==> src/rtl/core/ljpfa_pkg.sv <==
// shared types and codes for the lennard-jones pair force accumulator
// depends on nothing; imported by the controller, the datapath and the top level
`timescale 1ns / 1ps
`default_nettype none

package ljpfa_pkg;

  // field widths
  localparam int POS_W = 32;
  localparam int ACC_W = 48;
  localparam int IDX_W = 6;

  // request codes
  localparam logic [1:0] REQ_LOAD     = 2'd0;
  localparam logic [1:0] REQ_INTERACT = 2'd1;
  localparam logic [1:0] REQ_READ     = 2'd2;

  // configuration register indexes
  localparam logic [1:0] CFG_SIGMA_SIXTH  = 2'd0;
  localparam logic [1:0] CFG_CUTOFF_SQ    = 2'd1;
  localparam logic [1:0] CFG_EPSILON      = 2'd2;
  localparam logic [1:0] CFG_ENERGY_SHIFT = 2'd3;

  // arithmetic steps of one pair
  typedef enum logic [3:0] {
    OP_SQX,
    OP_SQY,
    OP_SQZ,
    OP_R6,
    OP_EMUL,
    OP_AMUL,
    OP_ADIV,
    OP_CMUL,
    OP_FX,
    OP_FY,
    OP_FZ
  } op_t;

  // controller to datapath commands
  typedef struct packed {
    logic load;
    logic latch_n;
    logic rd;
    logic diff;
    logic go;
    op_t  op;
    logic add_e;
    logic wb;
  } ctrl_cmd_t;

  // datapath to controller status
  typedef struct packed {
    logic op_done;
    logic in_range;
  } dp_status_t;

endpackage

`default_nettype wire

==> src/rtl/core/ljpfa_ctrl.sv <==
// controller: request decode, home atom loop and step sequencing of one pair
// depends on ljpfa_pkg
`timescale 1ns / 1ps
`default_nettype none

module ljpfa_ctrl #(
  parameter int MAX_ATOMS = 64,
  parameter int AW        = 6,
  parameter int CW        = 7
) (
  input  wire logic                 clk,
  input  wire logic                 rst_n,
  input  wire logic                 start,
  output logic                      busy,
  input  wire logic [1:0]           in_req_type,
  input  wire logic [5:0]           in_atom_index,
  input  wire logic                 in_skip_valid,
  input  wire ljpfa_pkg::dp_status_t status,
  output ljpfa_pkg::ctrl_cmd_t      cmd,
  output logic [AW-1:0]             addr,
  output logic                      out_valid,
  output logic [5:0]                out_read_index
);

  import ljpfa_pkg::*;

  typedef enum logic [7:0] {
    S_IDLE  = 8'b0000_0001,
    S_RDOUT = 8'b0000_0010,
    S_NEXT  = 8'b0000_0100,
    S_DIFF  = 8'b0000_1000,
    S_GO    = 8'b0001_0000,
    S_WAIT  = 8'b0010_0000,
    S_CHECK = 8'b0100_0000,
    S_WB    = 8'b1000_0000
  } state_t;

  state_t        state_r, state_nxt;
  logic [CW-1:0] h_r, h_nxt;
  logic [CW-1:0] count_r, count_nxt;
  logic [5:0]    idx_r, idx_nxt;
  logic          skip_r, skip_nxt;
  op_t           op_r, op_nxt;
  logic [1:0]    r6cnt_r, r6cnt_nxt;
  logic          idx_ok;

  // next state and commands
  always_comb begin
    state_nxt = state_r;
    h_nxt     = h_r;
    count_nxt = count_r;
    idx_nxt   = idx_r;
    skip_nxt  = skip_r;
    op_nxt    = op_r;
    r6cnt_nxt = r6cnt_r;
    cmd       = '0;
    cmd.op    = op_r;
    addr      = h_r[AW-1:0];
    out_valid = 1'b0;
    idx_ok    = int'(in_atom_index) < MAX_ATOMS;

    case (state_r)
      S_IDLE: begin
        addr = AW'(in_atom_index);
        if (start) begin
          case (in_req_type)
            REQ_LOAD: begin
              if (idx_ok) begin
                cmd.load  = 1'b1;
                count_nxt = CW'(in_atom_index) + CW'(1);
              end
            end
            REQ_INTERACT: begin
              cmd.latch_n = 1'b1;
              idx_nxt     = in_atom_index;
              skip_nxt    = in_skip_valid;
              h_nxt       = '0;
              state_nxt   = S_NEXT;
            end
            REQ_READ: begin
              if (idx_ok) begin
                cmd.rd    = 1'b1;
                idx_nxt   = in_atom_index;
                state_nxt = S_RDOUT;
              end
            end
            default: ;
          endcase
        end
      end
      S_RDOUT: begin
        out_valid = 1'b1;
        state_nxt = S_IDLE;
      end
      // walk the loaded home atoms
      S_NEXT: begin
        if (h_r >= count_r) begin
          state_nxt = S_IDLE;
        end else if (skip_r && (int'(h_r) == int'(idx_r))) begin
          h_nxt = h_r + CW'(1);
        end else begin
          cmd.rd    = 1'b1;
          state_nxt = S_DIFF;
        end
      end
      S_DIFF: begin
        cmd.diff  = 1'b1;
        op_nxt    = OP_SQX;
        state_nxt = S_GO;
      end
      S_GO: begin
        cmd.go    = 1'b1;
        cmd.add_e = (op_r == OP_AMUL);
        state_nxt = S_WAIT;
      end
      // step order of one pair
      S_WAIT: begin
        if (status.op_done) begin
          state_nxt = S_GO;
          case (op_r)
            OP_SQX:  op_nxt = OP_SQY;
            OP_SQY:  op_nxt = OP_SQZ;
            OP_SQZ:  state_nxt = S_CHECK;
            OP_R6: begin
              if (r6cnt_r == 2'd2) begin
                op_nxt = OP_EMUL;
              end else begin
                r6cnt_nxt = r6cnt_r + 2'd1;
              end
            end
            OP_EMUL: op_nxt = OP_AMUL;
            OP_AMUL: op_nxt = OP_ADIV;
            OP_ADIV: op_nxt = OP_CMUL;
            OP_CMUL: op_nxt = OP_FX;
            OP_FX:   op_nxt = OP_FY;
            OP_FY:   op_nxt = OP_FZ;
            OP_FZ:   state_nxt = S_WB;
            default: state_nxt = S_IDLE;
          endcase
        end
      end
      // cutoff and coincidence test
      S_CHECK: begin
        if (status.in_range) begin
          op_nxt    = OP_R6;
          r6cnt_nxt = 2'd0;
          state_nxt = S_GO;
        end else begin
          h_nxt     = h_r + CW'(1);
          state_nxt = S_NEXT;
        end
      end
      S_WB: begin
        cmd.wb    = 1'b1;
        h_nxt     = h_r + CW'(1);
        state_nxt = S_NEXT;
      end
      default: state_nxt = S_IDLE;
    endcase
  end

  // state registers
  always_ff @(posedge clk) begin
    if (!rst_n) begin
      state_r <= S_IDLE;
      h_r     <= '0;
      count_r <= '0;
      idx_r   <= '0;
      skip_r  <= 1'b0;
      op_r    <= OP_SQX;
      r6cnt_r <= 2'd0;
    end else begin
      state_r <= state_nxt;
      h_r     <= h_nxt;
      count_r <= count_nxt;
      idx_r   <= idx_nxt;
      skip_r  <= skip_nxt;
      op_r    <= op_nxt;
      r6cnt_r <= r6cnt_nxt;
    end
  end

  assign busy           = (state_r != S_IDLE);
  assign out_read_index = idx_r;

  // checks
  a_strobe_single: assert property (@(posedge clk) disable iff (!rst_n)
    out_valid |=> !out_valid)
    else $error("result strobe longer than one cycle");

  a_done_in_wait: assert property (@(posedge clk) disable iff (!rst_n)
    status.op_done |-> (state_r == S_WAIT))
    else $error("unit finished outside the wait state");

  a_h_bound: assert property (@(posedge clk) disable iff (!rst_n)
    (state_r == S_NEXT) |-> (h_r <= count_r))
    else $error("home atom counter ran past the loaded set");

  a_read_result: assert property (@(posedge clk) disable iff (!rst_n)
    (start && !busy && (in_req_type == REQ_READ) && idx_ok) |=> out_valid)
    else $error("read item gave no result");

endmodule

`default_nettype wire

==> config.mk <==
export PLATFORM = sky130hd
export DESIGN_NAME = ljpfa_ctrl
export DESIGN_NICKNAME = d
export VERILOG_FILES = /design/src/rtl/core/ljpfa_pkg.sv /design/src/rtl/core/ljpfa_ctrl.sv
export SDC_FILE = /design/constraint.sdc
export NUM_CORES = 1
export LEC_CHECK = 0
export BUFFER_PORTS_ARGS = -buffer_cell sky130_fd_sc_hd__buf_2
export CORE_MARGIN = 4
export CORE_UTILIZATION = 30
export DETAILED_ROUTE_END_ITERATION = 6
export HOLD_SLACK_MARGIN = 0.06
export PLACE_DENSITY = 0.56
export SYNTH_ARGS = -nofsm -noshare
export SYNTH_HDL_FRONTEND = slang
export SYNTH_SLANG_ARGS = --single-unit
==> constraint.sdc <==
create_clock -name clk -period 5.5 [get_ports clk]
set_clock_uncertainty 0.15 [all_clocks]
set_input_delay 1.1 -clock clk [delete_from_list [all_inputs] [get_ports clk]]
set_output_delay 1.1 -clock clk [all_outputs]
set_load 0.01 [all_outputs]
==> flow_summary_export.csv <==
group,metric,value,unit
yosys,synth_edf_count,0,
min_path,hold_depth,2,
clocking,cts_setup_buffers,0,
grt,grt_max_degree,33,
routing,routed_wl,5.86,mm
die,die_w,96.0,microns
yosys,synthXorXnorAreaFrac,4.53,%
clocking,cts_buffers,5,
clocking,clk_latency,0.29,ns
sta,maxSlewViolCount,0,
yosys,synth.distinct_cells,54,
routing,via_per_inst,5.27,
die,io_pins,39,
critical_path,regToRegSetupSlack,2.76,ns
yosys,synth.area.mux_share,4.31,%
layout,final_common_cell,"nand2_1",
yosys,synthAdderAreaFrac,7.01,%
clocking,htreeDepth,2,
grt,grt_pass1_vias,2020,
grt,antenna_found_initial,0,
critical_path,crit_fanout,15,
sta,slew_headroom,40.1,%
pwr,ir_drop,0.000115,V
die,rows,31,
yosys,ys_ff_latch,35,
yosys,syn_nets,315,
placed_design,finalWeightedCongestion,0.835,
routing,drc,0,
die,coreArea,7370,sq um
sta,max_freq,283,MHz
yosys,synth_compound_area_share,17.4,%
clocking,post_cts_resized,0,
placed_design,place_hpwl,4.43,mm
critical_path,r2r-start,"h_r[0]",
critical_path,critPathRequiredTime,4.25,ns
die,die_h,96.0,microns
critical_path,crit_type,"flop to primary output",
yosys,synth_top_family_by_area,"simple AND/OR/NAND/NOR gates",
clocking,clock_sink_count,35,
die,dieArea,9210,sq um
layout,syn_to_final_growth,15.5,%
grt,grt_pass1_wl,9.85,mm
routing,drtIter0Drc,115,
routing,drtPass1Iterations,4,
status,status,"completed",
min_path,whs_endpoint,"count_r[1]",
yosys,yosys_warnings,0,
layout,layout-drive-gt1-share,17.3,%
yosys,netlist_instances,288,
sta,rsz0062_at_grt,"no",
layout,antenna_cells,0,
sta,tns,0,ns
layout,finalNetCount,349,
sta,finalCriticalPeriod,3.53,ns
grt,grt-ovfl-total,0,
critical_path,rr_worst_depth,8,
clocking,cts_tree,"yes",
min_path,holdCritPathClass,"flop to flop",
placed_design,dpl_worst_slack,2.28,ns
layout,mostFrequentLayoutCells,"nand2_1, buf_2, dfxtp_1, nor2_1, a21oi_1",
yosys,async_flop_share,0,%
yosys,syn_area_per_cell,8.06,sq um
sta,min_period_over_period,64.3,%
sta,tightest_slew,0.899,ns
routing,drt-wirelength-per-cell,13.9,microns
yosys,ys_seq_area_share,30.2,%
pwr,leakagePower,0.00120,uW
sta,fin_ws,1.97,ns
sta,final_hold_viol_count,0,
yosys,syn_area,2320,sq um
critical_path,setup.worst_path.end_class,"primary output",
yosys,yosys.area_share.simple,31.3,%
clocking,root_buffer,"clkbuf_8",
sta,setup_viol,0,
clocking,cts_hold_buffers,0,
pwr,power_density,311,nW/um^2
critical_path,worst_setup_path_start_kind,"flop",
placed_design,io_buffers,38,
clocking,clk_pin_slew,0.08,ns
job,drv_cap,0,
critical_path,cp.arrival,2.28,ns
die,start_util,31.5,%
grt,grt_usage,13.5,%
layout,fin_util,36.4,%
critical_path,r2r-end,"h_r[5]",
min_path,hold_path.startpoint,"count_r[1]",
routing,via_count,2226,
yosys,synth_ff_type,"dfxtp_1",
layout,fill_cells,789,
clocking,cts_buffer_depth,2,
routing,postRouteAntennaNets,0,
-- power breakdown --
group	switching (uW)	internal (uW)
Clock	101	114
Sequential	31.3	276
Combinational	193	118
Total	326	508
-- worst max-delay path by stage --
stage	startpoint	cells after the start	to	slack, ns
after floorplan	in_req_type[0]	5	cmd[10]	2.57
after global placement	in_req_type[0]	6	cmd[10]	2.30
after detailed placement	in_req_type[0]	6	cmd[10]	2.28
after CTS	state_r[2]	5	cmd[10]	1.96
after global routing	state_r[2]	5	cmd[10]	1.77
final	state_r[2]	5	cmd[10]	1.97
-- critical path, stage by stage, from the launching register on --
cell and delay [ns]:
dfxtp_1 0.38, nor4_4 0.37, and2_1 0.58, nand3_1 0.29, inv_2 0.22, buf_2 0.16
-- metrics by stage --
stage                     instance area, sq um  hold WS, ns  cells  total power [uW]
after floorplan                           2320        0.285    288               554
after global placement                    2580        0.295    414               622
after detailed placement                  2580        0.302    414               624
after CTS                                 2680        0.314    422               843
after global routing                      2680        0.340    422               899
final                                     2680        0.314    422               834
-- cells by family after synthesis --
family | count (synthesis)
AO/OA/AOI/OAI | 61
buffers and inverters | 27
adder cells (fa/ha/maj) | 13
XOR/XNOR | 12
multiplexers | 10
AND/OR/NAND/NOR | 130
flip-flops | 35
-- routing by layer --
metal	wire length, microns	up-vias	share of wire, %	GRT usage (%)
li1	-	1108	-	-
met4	99	0	1.7	5.33
met3	354	7	6.0	2.35
met2	2650	63	45	20.8
met5	0	-	0	0
met1	2760	1048	47	18.7
-- Yosys cell counts (7+ instances only) --
| cell | count | share of area (%) |
|---|---|---|
| nand3_1 | 12 | 2.6 |
| inv_1 | 14 | 2.3 |
| nand2_1 | 41 | 6.6 |
| xnor2_1 | 8 | 3.0 |
| nor2b_1 | 13 | 3.5 |
| dfxtp_1 | 35 | 30 |
| nor2_1 | 18 | 2.9 |
| o21ai_0 | 13 | 2.8 |
| ha_1 | 13 | 7.0 |
| clkbuf_1 | 7 | 1.1 |
| mux2i_1 | 10 | 4.3 |
| a21oi_1 | 16 | 3.5 |
-- area by class of cell --
type / count / area (sq um) / share of cell area [%]
Timing Repair Buffer: 38 / 190 / 7.10
Clock buffer: 7 / 96.3 / 3.59
Clock inverter: 1 / 7.51 / 0.280
Sequential cell: 35 / 701 / 26.1
Inverter: 16 / 62.6 / 2.33
Multi-Input combinational cell: 226 / 1500 / 55.9
Tap cell: 99 / 124 / 4.62
-- sequential cells by signal, indices dropped and copies added (netlist names) --
| signal | cells |
|---|---|
| op_r | 4 |
| skip_r | 1 |
| count_r | 7 |
| h_r | 7 |
| state_r | 8 |
| r6cnt_r | 2 |
| out_read_index | 6 |
Power figures use the tool's default switching activity.
